## config.mk

```make
export PLATFORM = sky130hd
export DESIGN_NAME = crc32_frame_builder_core
export DESIGN_NICKNAME = d
export VERILOG_FILES = /design/src/rtl/cfb_pkg.sv /design/src/rtl/cfb_crc_fold.sv /design/src/rtl/crc32_frame_builder_core.sv
export SDC_FILE = /design/constraint.sdc
export NUM_CORES = 1
export LEC_CHECK = 0
export ABC_AREA = 1
export BUFFER_PORTS_ARGS = -buffer_cell sky130_fd_sc_hd__buf_2
export CAP_MARGIN = 30
export CORE_ASPECT_RATIO = 0.9
export CORE_UTILIZATION = 43
export CTS_CLUSTER_SIZE = 16
export DETAILED_ROUTE_END_ITERATION = 6
export GPL_TIMING_DRIVEN = 0
export SLEW_MARGIN = 15
export SYNTH_ARGS = -nofsm -noshare
export SYNTH_HDL_FRONTEND = slang
export SYNTH_SLANG_ARGS = --single-unit
```

## constraint.sdc

```tcl
create_clock -name clk -period 4.7 [get_ports clk]
set_input_delay 1.41 -clock clk [delete_from_list [all_inputs] [get_ports clk]]
set_output_delay 1.41 -clock clk [all_outputs]
set_load 0.02 [all_outputs]
```

## src/rtl/cfb_pkg.sv

```systemverilog
// Shared constants and codes for the CRC32 frame builder.
package cfb_pkg;

	// Reflected CRC32 polynomial, preset and final inversion mask
	localparam logic [31:0] CRC_POLY = 32'hEDB8_8320;
	localparam logic [31:0] CRC_INIT = 32'hFFFF_FFFF;

	// Register reset values
	localparam logic [15:0] MAX_PAYLOAD_RST = 16'd4112;
	localparam logic [31:0] MAGIC_WORD_RST  = 32'h4655_5331;

	// Configuration register indexes
	localparam logic REG_MAX_PAYLOAD = 1'b0;
	localparam logic REG_MAGIC_WORD  = 1'b1;

	// Request codes
	localparam logic REQ_START   = 1'b0;
	localparam logic REQ_PAYLOAD = 1'b1;

	// Header length and the index of its last byte
	localparam logic [3:0] HDR_BYTES    = 4'd8;
	localparam logic [3:0] HDR_LAST_IDX = 4'd7;
	localparam logic [3:0] CRC_BYTES    = 4'd4;

endpackage

```

## src/rtl/cfb_crc_fold.sv

```systemverilog
// Folds one byte into a reflected CRC32 register, one bit per step.
module cfb_crc_fold (
	input  logic [31:0] crc_in,
	input  logic [7:0]  data,
	output logic [31:0] crc_out
);

	// Xor the byte in, then shift out eight bits
	always_comb begin
		logic [31:0] c;
		c = crc_in ^ {24'd0, data};
		for (int k = 0; k < 8; k++) begin
			c = c[0] ? (cfb_pkg::CRC_POLY ^ {1'b0, c[31:1]}) : {1'b0, c[31:1]};
		end
		crc_out = c;
	end

endmodule

```

## src/rtl/crc32_frame_builder_core.sv

```systemverilog
// Top level of the CRC32 frame builder: input register, byte sequencer, output register.
// An accepted item is held in the input register; its bytes are registered in the output byte register.
// Throughput: one wire byte per cycle while out_ready holds, set by the single output byte register; a payload
// item gives 1 byte (5 when it closes the frame), a start item 8 bytes (12 on an empty frame).
// A dropped surplus payload item shows nothing on the output.
// Reset (arst_n low): registers return to defaults, sequence 0, CRC all ones, no frame open.
module crc32_frame_builder_core (
	input  logic        clk,
	input  logic        arst_n,
	// configuration
	input  logic        cfg_we,
	input  logic        cfg_index,
	input  logic [31:0] cfg_data,
	// input channel
	input  logic        in_valid,
	output logic        in_ready,
	input  logic        req_type,
	input  logic [15:0] req_len,
	input  logic [7:0]  data_byte,
	// output channel
	output logic        out_valid,
	input  logic        out_ready,
	output logic [7:0]  out_byte,
	output logic        frame_end,
	output logic        run_last
);

	// Configuration registers
	logic [15:0] max_payload_q;
	logic [31:0] magic_word_q;

	// Frame state
	logic [15:0] seq_q;
	logic [31:0] crc_q;
	logic [15:0] left_q;

	// Input register
	logic        valid_s1;
	logic        req_s1;
	logic [15:0] len_s1;
	logic [7:0]  data_s1;

	// Sequencer
	logic [3:0]  idx_q;
	logic        tail_q;

	logic        is_start;
	logic        drop;
	logic        emit;
	logic        tail_now;
	logic [3:0]  data_last;
	logic [3:0]  last_idx;
	logic        in_data;
	logic        is_last;
	logic        finish;
	logic [1:0]  crc_k;
	logic [31:0] crc_fin;
	logic [7:0]  hdr_byte;
	logic [7:0]  byte_sel;
	logic [31:0] crc_base;
	logic [31:0] crc_next;
	logic        in_fire;

	// Write configuration registers
	always_ff @(posedge clk or negedge arst_n) begin
		if (!arst_n) begin
			max_payload_q <= cfb_pkg::MAX_PAYLOAD_RST;
			magic_word_q  <= cfb_pkg::MAGIC_WORD_RST;
		end else if (cfg_we) begin
			unique case (cfg_index)
				cfb_pkg::REG_MAX_PAYLOAD: max_payload_q <= cfg_data[15:0];
				cfb_pkg::REG_MAGIC_WORD:  magic_word_q  <= cfg_data;
				default:                  magic_word_q  <= magic_word_q;
			endcase
		end
	end

	// Decode the held item
	assign is_start  = (req_s1 == cfb_pkg::REQ_START);
	assign drop      = valid_s1 && !is_start && (idx_q == 4'd0) && (left_q == 16'd0);
	assign emit      = valid_s1 && !drop && (!out_valid || out_ready);
	assign tail_now  = (idx_q == 4'd0) ? (is_start ? (len_s1 == 16'd0) : (left_q == 16'd1))
	                                   : tail_q;
	assign data_last = is_start ? cfb_pkg::HDR_LAST_IDX : 4'd0;
	assign last_idx  = tail_now ? (data_last + cfb_pkg::CRC_BYTES) : data_last;
	assign in_data   = is_start ? (idx_q < cfb_pkg::HDR_BYTES) : (idx_q == 4'd0);
	assign is_last   = (idx_q == last_idx);
	assign finish    = drop || (emit && is_last);
	assign in_ready  = !valid_s1 || finish;
	assign in_fire   = in_valid && in_ready;

	// Pick the CRC byte: start items place it after 8 header bytes, payload after 1
	assign crc_k   = is_start ? idx_q[1:0] : (idx_q[1:0] - 2'd1);
	assign crc_fin = crc_q ^ cfb_pkg::CRC_INIT;

	// Select the header byte, little-endian fields
	always_comb begin
		unique case (idx_q[2:0])
			3'd0:    hdr_byte = magic_word_q[7:0];
			3'd1:    hdr_byte = magic_word_q[15:8];
			3'd2:    hdr_byte = magic_word_q[23:16];
			3'd3:    hdr_byte = magic_word_q[31:24];
			3'd4:    hdr_byte = seq_q[7:0];
			3'd5:    hdr_byte = seq_q[15:8];
			3'd6:    hdr_byte = len_s1[7:0];
			default: hdr_byte = len_s1[15:8];
		endcase
	end

	// Select the wire byte
	always_comb begin
		if (in_data) begin
			byte_sel = is_start ? hdr_byte : data_s1;
		end else begin
			unique case (crc_k)
				2'd0:    byte_sel = crc_fin[7:0];
				2'd1:    byte_sel = crc_fin[15:8];
				2'd2:    byte_sel = crc_fin[23:16];
				default: byte_sel = crc_fin[31:24];
			endcase
		end
	end

	// Restart the CRC on the first header byte
	assign crc_base = (is_start && (idx_q == 4'd0)) ? cfb_pkg::CRC_INIT : crc_q;

	cfb_crc_fold u_fold (
		.crc_in  (crc_base),
		.data    (byte_sel),
		.crc_out (crc_next)
	);

	// Load the input register, clamping the length to the maximum payload
	always_ff @(posedge clk or negedge arst_n) begin
		if (!arst_n) begin
			valid_s1 <= 1'b0;
		end else if (in_ready) begin
			valid_s1 <= in_valid;
		end
	end

	always_ff @(posedge clk) begin
		if (in_fire) begin
			req_s1  <= req_type;
			len_s1  <= (req_len > max_payload_q) ? max_payload_q : req_len;
			data_s1 <= data_byte;
		end
	end

	// Advance the byte index and frame state
	always_ff @(posedge clk or negedge arst_n) begin
		if (!arst_n) begin
			idx_q  <= 4'd0;
			tail_q <= 1'b0;
			seq_q  <= 16'd0;
			crc_q  <= cfb_pkg::CRC_INIT;
			left_q <= 16'd0;
		end else if (emit) begin
			idx_q  <= is_last ? 4'd0 : (idx_q + 4'd1);
			tail_q <= tail_now;
			if (in_data) begin
				crc_q <= crc_next;
			end
			if (idx_q == 4'd0) begin
				if (is_start) begin
					seq_q  <= seq_q + 16'd1;
					left_q <= len_s1;
				end else begin
					left_q <= left_q - 16'd1;
				end
			end
		end
	end

	// Hold the result until taken
	always_ff @(posedge clk or negedge arst_n) begin
		if (!arst_n) begin
			out_valid <= 1'b0;
		end else if (emit) begin
			out_valid <= 1'b1;
		end else if (out_ready) begin
			out_valid <= 1'b0;
		end
	end

	always_ff @(posedge clk) begin
		if (emit) begin
			out_byte  <= byte_sel;
			frame_end <= !in_data && (crc_k == 2'd3);
			run_last  <= is_last;
		end
	end

	// The closing CRC byte always ends the item's run
	a_end_is_last: assert property (@(posedge clk) disable iff (!arst_n)
		out_valid && frame_end |-> run_last)
		else $error("frame_end without run_last");

	// The byte index never runs past the longest item
	a_idx_range: assert property (@(posedge clk) disable iff (!arst_n)
		idx_q <= (cfb_pkg::HDR_LAST_IDX + cfb_pkg::CRC_BYTES))
		else $error("byte index out of range");

	// CRC bytes are only sent when the frame closes on this item
	a_crc_tail: assert property (@(posedge clk) disable iff (!arst_n)
		emit && !in_data |-> tail_now)
		else $error("CRC byte sent on an open frame");

	// A start item bumps the sequence number once
	a_seq_step: assert property (@(posedge clk) disable iff (!arst_n)
		emit && is_start && (idx_q == 4'd0) |=> seq_q == $past(seq_q) + 16'd1)
		else $error("sequence number not advanced");

endmodule

```

==> impl_metrics.tcl <==
set metrics [dict create \
    ant_nets 0 \
    final_area_um2 10900 \
    synth-edff-count 35 \
    powerDensity_nw_per_um2 844 \
    cts_buffers 17 \
    syn_area_um2 9450 \
    pre_cts_slack_ns 0.0398 \
    fin_crit_ns 4.51 \
    placementRows 51 \
    maxSlewHeadroom 0.460 \
    finalSetupViolations 0 \
    clockBufferDepth 2 \
    yosys-top-cells-area "dfrtp_1 19%, dfstp_2 13%, nand2_1 13%" \
    critPathLaunchType "flop" \
    wl_um 26900 \
    dpl-instance-area_um2 10200 \
    place_hpwl_um 20300 \
    fin_crit_sh 0.961 \
    syn_to_final_growth_pct 15.6 \
    ioPinCount 75 \
    synth_top_cell_area_share 0.188 \
    drt-pass1-iter-count 5 \
    synth_mux_area_frac 0.0203 \
    synth_seq_area_share 0.433 \
    avgSynthCellArea_um2 7.91 \
    fin_worst_skew_ns 0.0205 \
    ys_async_sr_fraction 0.773 \
    drc 0 \
    status "completed" \
    grt_max_degree 61 \
    worstSetupEndpointType "primary output" \
    max_freq_ghz 0.222 \
    io_buffers 74 \
    dpl.cell_count 1562 \
    gp_congestion 0.921 \
    maxSlewViolCount 0 \
    crit_fanout 4 \
    layout-drive-gt1-share 0.207 \
    synth_top_family_by_area "simple AND/OR/NAND/NOR gates" \
    fin_ws_ns 0.186 \
    clk_pin_slew_ns 0.07 \
    clkSinkCount 154 \
    grt_pass1_wl_um 42500 \
    final_cells 1596 \
    synthXorXnorAreaFrac 0.0552 \
    final_common_cell "nand2_1" \
    final_cell_mix "326 x nand2_1, 128 x inv_1, 103 x o21ai_0, 102 x nand3_1, 84 x nor2_1" \
    maxCapViolCount 0 \
    grt-ovfl-total 0 \
    required_ns 3.29 \
    cts_tree "yes" \
    grt_pass1_vias 7704 \
    antenna_found_initial 0 \
    ys_ff_latch 154 \
    crit_type "flop to primary output" \
    worstSkewPairLatency_ns 0.45 \
    syn_nets 1284 \
    tightestPinTransition_ns 0.810 \
    yosys.area_share.simple 0.294 \
    synth_compound_area_frac 0.0883 \
    vias_per_cell 5.22 \
    synth_cell_types 47 \
    die_area_um2 22600 \
    worstHoldPathType "flop to flop" \
    fp.dieW_um 158 \
    cts_hold_buf 0 \
    synth_fa_ha_area_frac 0.0344 \
    cts_root_buf "clkbuf_16" \
    drt_iter0_markers 715 \
    yosysTopAreaCell "dfrtp_1" \
    gr-usage-all-layers 0.252 \
    regArea_um2 4090 \
    ys.flop_type "dfrtp_1" \
    yosys_warnings 0 \
    htreeDepth 4 \
    hold_viol 0 \
    rsz0062_at_grt "false" \
    ir_drop_uv 416 \
    wl_per_cell_um 16.9 \
    multi_input_area_um2 4680 \
    fillers 2123 \
    fin_nets 1381 \
    die_h_um 143 \
    tns_ns 0 \
    diodes 0 \
    coreArea_um2 21600 \
    netlist_instances 1195 \
    total_power_mw 9.22 \
    critPathArrivalTime_ns 3.10 \
    initial_core_util 0.438 \
    p_leak_nw 5.37 \
    vias 8335 \
]
==> critical path, cell delays in order (launching register included) <==
cell	delay (ns)
dfrtp_1	0.42
nor2_2	0.15
nand2_2	0.10
nor4_4	0.26
nand4_1	0.17
nand3_1	0.09
o21ai_0	0.11
a21oi_1	0.18
ha_1	0.27
xor2_1	0.17
nor3_2	0.19
inv_2	0.09
o211ai_1	0.28
buf_4	0.20
==> synthesized netlist by cell type (3+ instances only) <==
master      n
a21oi_1    20
buf_2      10
buf_4       3
clkbuf_1   20
dfrtp_1    71
dfstp_2    48
edfxtp_1   35
ha_1       26
inv_1     131
inv_2       6
inv_4       3
mux2_2     17
nand2_1   327
nand2_2    24
nand2_4     9
nand3_1   102
nand3b_1    7
nand4_1    20
nor2_1     86
nor2_2     10
nor2_4      7
nor3_1      5
nor4_1      6
o211ai_1    4
o21ai_0   103
o21ai_1     7
o22ai_1     7
xnor2_1    10
xor2_1     44
xor2_2      3
==> report_power, final <==
part	switching, mW	internal, mW	leakage (nW)
Sequential	0.298	1.93	1.69
Clock	0.628	0.798	0.301
Combinational	3.74	1.82	3.38
==> per-layer routing <==
metal	track usage	vias up	part of all wire
met1	0.372	3918	0.48
met3	0.0531	31	0.073
met5	0	-	0
met2	0.375	308	0.44
li1	-	4078	-
met4	0.0577	0	0.0097
==> path summary, 6_finish.rpt <==
kind / from / end / slack, ns / cells past startpoint
setup / recovery: left_q[8]$_DFFE_PN0P_ / in_ready / 0.19 / 13
hold / removal: crc_q[20]$_DFFE_PN1P_ / crc_q[20]$_DFFE_PN1P_ / 0.47 / 2
setup reg to reg: left_q[8]$_DFFE_PN0P_ / len_s1[7]$_DFFE_PP_ / 1.25 / 15
hold reg to reg: crc_q[20]$_DFFE_PN1P_ / crc_q[20]$_DFFE_PN1P_ / 0.47 / 2
max in group asynchronous: arst_n / max_payload_q[4]$_DFFE_PN1P_ / 2.99 / 2
min in group asynchronous: arst_n / left_q[1]$_DFFE_PN0P_ / 0.96 / 1
==> flip-flops by register name, indices dropped and copies added, names as in the netlist <==
signal and cells:
idx_q 4, max_payload_q 16, data_s1 8, out_valid 1, len_s1 16, run_last 1, req_s1 1, seq_q 16
frame_end 1, left_q 16, tail_q 1, magic_word_q 32, valid_s1 1, crc_q 32, out_byte 8
==> final cells by class <==
class / instances / area share
Buffer: 35 / 0.0158
Timing Repair Buffer: 80 / 0.0425
Clock buffer: 19 / 0.0425
Multi-Input combinational cell: 864 / 0.428
Inverter: 140 / 0.0488
Sequential cell: 154 / 0.374
Tap cell: 291 / 0.0333
Clock inverter: 13 / 0.0144
==> kinds of logic (layout without fill, tap and decap cells) <==
logic type               Yosys count  after routing
AO/OA/AOI/OAI                    154            154
AND/OR/NAND/NOR                  610            610
flip-flops                       154            154
XOR/XNOR                          57             57
adder cells (fa/ha/maj)           26             26
buffers and inverters            177            287
multiplexers                      17             17
==> repair_timing <==
item                                   in CTS  in global routing
setup endpoints to repair                   1                  1
pin swaps                                   0                  5
gates resized for setup                     5                  8
buffers inserted                            1                  3
endpoints found under the hold margin       0                  0
==> per-stage QoR <==
step / hold slack [ns] / util
global placement: 0.457 / 0.472
floorplan: 0.444 / -
detailed placement: 0.458 / 0.475
finish: 0.468 / 0.507
global route: 0.485 / 0.507
CTS: 0.470 / 0.505
(Power assumes the default switching activity.)
